===== config.mk =====
export PLATFORM = sky130hd
export DESIGN_NAME = insertion_sorter
export DESIGN_NICKNAME = d
export VERILOG_FILES = /design/src/isort_pkg.sv /design/src/isort_ctrl.sv /design/src/isort_dp.sv /design/src/insertion_sorter.sv
export SDC_FILE = /design/constraint.sdc
export NUM_CORES = 2
export LEC_CHECK = 0
export BUFFER_PORTS_ARGS = -buffer_cell sky130_fd_sc_hd__buf_2
export CORE_MARGIN = 5
export CORE_UTILIZATION = 60
export DETAILED_ROUTE_END_ITERATION = 6
export PLACE_DENSITY = 0.85
export SETUP_SLACK_MARGIN = 0.2
export SLEW_MARGIN = 15
export SYNTH_ARGS = -nofsm -noshare
export SYNTH_HDL_FRONTEND = slang
export SYNTH_SLANG_ARGS = --single-unit

===== constraint.sdc =====
create_clock -name clk_i -period 12.15 [get_ports clk_i]
set_clock_uncertainty 0.2 [all_clocks]
set_input_delay 0 -clock clk_i [delete_from_list [all_inputs] [get_ports clk_i]]
set_output_delay 0 -clock clk_i [all_outputs]
set_load 0.05 [all_outputs]

===== src/isort_pkg.sv =====
// Package for the insertion sorter: sizes, controller states and the
// command/status structs between controller and datapath. No dependencies.
package isort_pkg;

  localparam int unsigned CAPACITY = 32;
  localparam int unsigned DATA_W   = 32;
  localparam int unsigned CNT_W    = $clog2(CAPACITY + 1);

  typedef enum logic {
    ST_LOAD,
    ST_EMIT
  } state_e;

  typedef struct packed {
    logic insert;
    logic shift;
    logic clear;
  } cmd_t;

  typedef struct packed {
    logic last_one;
  } status_t;

endpackage


===== src/isort_ctrl.sv =====
// Controller of the insertion sorter: load/emit state machine.
// Depends on isort_pkg.
module isort_ctrl (
  input  logic             clk_i,
  input  logic             rst_ni,
  input  logic             start,
  input  logic             last_i,
  input  isort_pkg::status_t status_i,
  output isort_pkg::cmd_t  cmd_o,
  output logic             busy,
  output logic             strobe_o,
  output logic             final_res_o
);
  import isort_pkg::*;

  state_e state_q, state_d;

  always_ff @(posedge clk_i or negedge rst_ni) begin
    if (!rst_ni) begin
      state_q <= ST_LOAD;
    end else begin
      state_q <= state_d;
    end
  end

  always_comb begin
    state_d = state_q;
    unique case (state_q)
      ST_LOAD: begin
        if (start && last_i) begin
          state_d = ST_EMIT;
        end
      end
      ST_EMIT: begin
        if (status_i.last_one) begin
          state_d = ST_LOAD;
        end
      end
      default: state_d = ST_LOAD;
    endcase
  end

  always_comb begin
    cmd_o       = '0;
    busy        = 1'b0;
    strobe_o    = 1'b0;
    final_res_o = 1'b0;
    unique case (state_q)
      ST_LOAD: begin
        cmd_o.insert = start;
      end
      ST_EMIT: begin
        busy        = 1'b1;
        strobe_o    = 1'b1;
        final_res_o = status_i.last_one;
        cmd_o.shift = 1'b1;
        cmd_o.clear = status_i.last_one;
      end
      default: begin
        busy = 1'b0;
      end
    endcase
  end

endmodule


===== src/isort_dp.sv =====
// Datapath of the insertion sorter: a row of compare-and-shift cells,
// fill count and drop flag. Depends on isort_pkg.
module isort_dp (
  input  logic                                clk_i,
  input  logic                                rst_ni,
  input  isort_pkg::cmd_t                     cmd_i,
  input  logic signed [isort_pkg::DATA_W-1:0] value_i,
  output isort_pkg::status_t                  status_o,
  output logic signed [isort_pkg::DATA_W-1:0] head_o,
  output logic                                dropped_o
);
  import isort_pkg::*;

  logic signed [DATA_W-1:0] cell_q [CAPACITY];
  logic signed [DATA_W-1:0] cell_d [CAPACITY];
  logic [CAPACITY-1:0]      gt;
  logic [CNT_W-1:0]         count_q, count_d;
  logic                     dropped_q, dropped_d;
  logic                     full;

  assign full = (count_q == CNT_W'(CAPACITY));

  for (genvar i = 0; i < CAPACITY; i++) begin : g_cell
    assign gt[i] = (CNT_W'(i) < count_q) && (cell_q[i] > value_i);

    if (i == 0) begin : g_first
      always_comb begin
        cell_d[i] = cell_q[i];
        if (cmd_i.shift) begin
          cell_d[i] = cell_q[i+1];
        end else if (cmd_i.insert && !full) begin
          if (gt[i] || (CNT_W'(i) == count_q)) begin
            cell_d[i] = value_i;
          end
        end
      end
    end else if (i == CAPACITY - 1) begin : g_top
      always_comb begin
        cell_d[i] = cell_q[i];
        if (cmd_i.insert && !full && !cmd_i.shift) begin
          if (gt[i-1]) begin
            cell_d[i] = cell_q[i-1];
          end else if (gt[i] || (CNT_W'(i) == count_q)) begin
            cell_d[i] = value_i;
          end
        end
      end
    end else begin : g_mid
      always_comb begin
        cell_d[i] = cell_q[i];
        if (cmd_i.shift) begin
          cell_d[i] = cell_q[i+1];
        end else if (cmd_i.insert && !full) begin
          if (gt[i-1]) begin
            cell_d[i] = cell_q[i-1];
          end else if (gt[i] || (CNT_W'(i) == count_q)) begin
            cell_d[i] = value_i;
          end
        end
      end
    end

    always_ff @(posedge clk_i) begin
      cell_q[i] <= cell_d[i];
    end
  end

  always_comb begin
    count_d   = count_q;
    dropped_d = dropped_q;
    if (cmd_i.shift) begin
      count_d = count_q - CNT_W'(1);
    end else if (cmd_i.insert) begin
      if (full) begin
        dropped_d = 1'b1;
      end else begin
        count_d = count_q + CNT_W'(1);
      end
    end
    if (cmd_i.clear) begin
      dropped_d = 1'b0;
    end
  end

  always_ff @(posedge clk_i or negedge rst_ni) begin
    if (!rst_ni) begin
      count_q   <= '0;
      dropped_q <= 1'b0;
    end else begin
      count_q   <= count_d;
      dropped_q <= dropped_d;
    end
  end

  assign status_o.last_one = (count_q == CNT_W'(1));
  assign head_o            = cell_q[0];
  assign dropped_o         = dropped_q;

endmodule


===== src/insertion_sorter.sv =====
// Top level of the insertion sorter: controller plus cell-row datapath.
// Depends on isort_pkg, isort_ctrl and isort_dp.
//
//   channel  | handshake          | payload
//   ---------+--------------------+-------------------------------------------
//   input    | start, busy        | value_i, last_i
//   result   | strobe_o           | sorted_value_o, final_res_o, overflow_o
//
// An item is inserted in the cycle it is accepted: every cell compares in
// parallel, so one item per cycle while busy is low.
// A last item starts a burst of one result per cycle, one per stored entry
// (1 to CAPACITY entries), read off the bottom cell while the row shifts down.
// busy is high for the burst; results cannot be stalled.
// Reset clears the count and the drop flag; the cells need no clearing.
module insertion_sorter (
  input  logic                                clk_i,
  input  logic                                rst_ni,
  input  logic                                start,
  output logic                                busy,
  input  logic signed [isort_pkg::DATA_W-1:0] value_i,
  input  logic                                last_i,
  output logic                                strobe_o,
  output logic signed [isort_pkg::DATA_W-1:0] sorted_value_o,
  output logic                                final_res_o,
  output logic                                overflow_o
);
  import isort_pkg::*;

  cmd_t    cmd;
  status_t status;

  isort_ctrl u_ctrl (
    .clk_i       (clk_i),
    .rst_ni      (rst_ni),
    .start       (start),
    .last_i      (last_i),
    .status_i    (status),
    .cmd_o       (cmd),
    .busy        (busy),
    .strobe_o    (strobe_o),
    .final_res_o (final_res_o)
  );

  isort_dp u_dp (
    .clk_i     (clk_i),
    .rst_ni    (rst_ni),
    .cmd_i     (cmd),
    .value_i   (value_i),
    .status_o  (status),
    .head_o    (sorted_value_o),
    .dropped_o (overflow_o)
  );

endmodule


==> flow_summary_export.csv <==
group,metric,value,unit
placed_design,gp_congestion,1.03,
placed_design,post_dp_cell_area,0.0775,sq mm
placed_design,pre_cts_ws,6.72,ns
synth,synthDistinctLibCells,88,
cts,cts_hold_buf,39,
setup_path,crit_path_end_kind,"flop",
floorplanning,fp.coreArea,0.126,sq mm
min_path,min_path_type,"input port to flop",
drt,vias,67100,
setup_path,start_kind,"input port",
sta,setup_tns,0,ns
global_routing,grt_pass1_vias,64800,
setup_path,path_cells,"dlygate4sd3_1 > buf_2 > buf_4 > inv_2 > buf_4 > ha_1 > nand2_1 > nor2_1 > nor4b_1 > o32ai_1 > mux2i_1 > nor3_1 > a21oi_1 > o211ai_1 > buf_4",
placed_design,hpwl,189000,um
sta,relSlewSlack,20.1,%
cts,cts_max_level,3,
setup_path,crit_family,"buffers and inverters",
cts,cts_buffers,114,
global_routing,antenna_found_initial,12,
sta,setup_violations,0,
setup_path,cp.arrival,5.72,ns
setup_path,r2r-start,"u_ctrl.state_q",
status,status,"complete, but fails checks",
sta,finalCritPeriodShare,45.4,%
setup_path,worst_path_most_repeated_cell,"buf_4",
layout,synthToLayoutAreaGrowth,7.84,%
synth,synth_fp_nets,8543,
floorplanning,die_w,366,um
global_routing,grt_max_degree,275,
layout,design_area,0.0818,sq mm
cts,clk_latency,0.78,ns
synth,synth_area_leader_cell,"edfxtp_1",
global_routing,grt_pass1_wl,403000,um
global_routing,track_usage,39.9,%
synth,ys.flop_type,"edfxtp_1",
run,cap_violations,0,
cts,clockBufferDepth,3,
setup_path,critPathMaxFanout,32,
cts,path_clk_slew,0.06,ns
synth,async_flop_share,0.775,%
cts,cts_tree,"done",
drt,wl_per_cell,30.2,um
drt,drcViolationCount,9,
cts,post_cts_buffers,0,
pwr,powerDensity,334,mW/mm^2
floorplanning,num_rows,130,
synth,netlist_instances,7479,
setup_path,critPathCapture,"u_dp.cell_q[0][170]",
placed_design,dp.cells,8857,
drt,viasPerCell,7.36,
synth,netlist.area_leader.share,40.5,%
drt,drtIter0Drc,10800,
setup_path,critPathLaunch,"value_i[22]",
sta,drv_slew,0,
drt,routed_wl,275000,um
cts,root_buffer,"clkbuf_16",
synth,ys_seq_area_share,40.8,%
sta,grt_setup_unrepaired,"false",
cts,post_cts_resized,0,
cts,clock_sinks,1032,
drt,firstDrtPassIters,7,
setup_path,rrSetupSlack,6.95,ns
drt,ant_nets,0,
sta,setup_slack,6.64,ns
layout,fill_cells,9651,
sta,fmax,181,MHz
status,violations,"design-rule violations",
synth,avgSynthCellArea,10.1,sq um
sta,finalCriticalPeriod,5.51,ns
sta,worst-slew-pin-transition,1.19,ns
layout,regArea,0.0310,sq mm
layout,stdcell_count,9119,
synth,yosysWarnings,0,
placed_design,portBuffers,71,
floorplanning,pin_count,72,
setup_path,criticalPathCategory,"input port to flop",
layout,drive_gt1_share,7.39,%
global_routing,grt_overflow,0,
setup_path,max_stage_delay,0.89,ns
setup_path,required,12.35,ns
floorplanning,fp.dieH,366,um
sta,final_hold_viol_count,0,
synth,yosys-top-cells-area,"edfxtp_1, ha_1, mux2i_1",
setup_path,reg2reg_depth,6,
setup_path,cp_slowest_cell,"nor3_1",
setup_path,path_depth,15,
pwr,p_leak,0.0355,uW
floorplanning,die-area,0.134,sq mm
setup_path,cp_num_buf_inv,6,
synth,syn-cell-area,0.0758,sq mm
layout,nNetsFinal,8430,
setup_path,rr_endpoint,"u_dp.cell_q[1][46]",
pwr,ir_worst_vdd,0.221,mV
synth,synth-edff-count,1024,
layout,multi_input_area,0.0424,sq mm
synth,yosys_register_bits,1032,
floorplanning,initial_utilization,60.4,%
## worst reg2reg max path: stages (launching register included)
cell     delay (ns)
dfrtp_4        0.76
buf_12         0.65
buf_4          1.06
buf_4          1.00
buf_4          0.86
nand2_1        0.33
o21ai_0        0.18
## cells by family (layout without fill, tap and decap cells)
logic type	count (synthesis)	after routing	share of synthesized area, %
AOI/OAI and AO/OA	1999	1999	15.3
and+or+nand+nor	1969	1969	12.1
DFF	1032	1032	40.8
adders and majority gates	1028	1028	17.0
muxes	809	809	10.7
buffers and inverters	635	616	3.96
xor gates and xnor gates	7	7	0.0808
other	0	9	0
## worst min path at each step
stage | start | endpoint | slack [ns] | cells past startpoint
finish | value_i[0] | u_dp.cell_q[1][448] | 0.06 | 4
global route | value_i[0] | u_dp.cell_q[1][448] | 0.06 | 4
CTS | value_i[0] | u_dp.cell_q[1][288] | 0.0005 | 4
detailed placement | rst_ni | u_ctrl.state_q | -0.30 | 1
global placement | rst_ni | u_ctrl.state_q | -0.30 | 1
floorplan | rst_ni | u_ctrl.state_q | -0.50 | 0
## layer usage
metal	global-route usage [%]	vias to the layer above	wire length (um)
met1	50.0	31700	97100
met2	58.5	5670	115000
met3	12.3	1498	39300
met4	28.4	8	24200
li1	-	28300	-
met5	0.109	-	50
## through the flow
step	power (uW)	utilization (%)	hold slack (ns)
after floorplan	18500	-	-0.496
after global placement	22200	61.7	-0.305
after detailed placement	22900	61.7	-0.301
after CTS	26600	65.0	0.000479
after global routing	28500	65.1	0.0636
final	27300	65.1	0.0626
## area by class of cell
| class | instances | area share, % |
|---|---|---|
| multi-input cells | 5812 | 51.9 |
| flip-flops and latches | 1032 | 37.8 |
| clock buffers | 137 | 3.62 |
| repair buffers | 275 | 2.59 |
| well taps | 1650 | 2.52 |
| clock inverters | 73 | 0.939 |
| inverters | 131 | 0.601 |
| diodes | 9 | 0.0275 |
## placed cells by master (no fill, tap or decap), drive strengths merged, types with 12 or more instances in the layout
cell type / n
ha: 1028
a221oi: 16
nor4: 53
nand3: 126
a21oi: 571
and4: 16
nand2b: 17
mux2i: 774
a21o: 113
nor2: 142
nor4bb: 31
clkinv: 49
buf: 236
o221ai: 35
mux2: 35
nand4: 223
or3: 18
a211oi: 32
o211ai: 86
nor3: 71
a221o: 77
nor4b: 35
nand2: 1143
nor2b: 44
clkbuf: 137
o21a: 12
edfxtp: 1024
bufinv: 15
inv: 135
o21ai: 941
dlygate4sd3: 39
a31oi: 29
## report_power, final
part	internal (uW)	switching, uW
clock network	2050	1570
logic	5260	8850
registers	7120	2460
total	14400	12900
## synthesized netlist by cell type (17+ instances only)
library cell / count
a211oi_1: 31
a21o_1: 113
a21oi_1: 565
a221o_1: 77
a31oi_1: 28
buf_2: 58
buf_4: 68
buf_6: 22
clkbuf_1: 326
clkbuf_4: 20
edfxtp_1: 1024
ha_1: 1028
inv_1: 131
mux2_2: 35
mux2i_1: 773
nand2_1: 1142
nand2b_1: 17
nand3_1: 126
nand4_1: 223
nor2_1: 141
nor2b_1: 44
nor3_1: 71
nor4_1: 52
nor4b_1: 34
nor4bb_1: 31
o211ai_1: 86
o21ai_0: 737
o21ai_1: 204
o221ai_1: 35
or3_1: 18
## state kept, by name, summed over array words and instances, names as in the netlist
signal	flops
u_dp.dropped_o	1
u_ctrl.state_q	1
u_dp.cell_q	1024
u_dp.count_q	6
(Power assumes the default switching activity.)
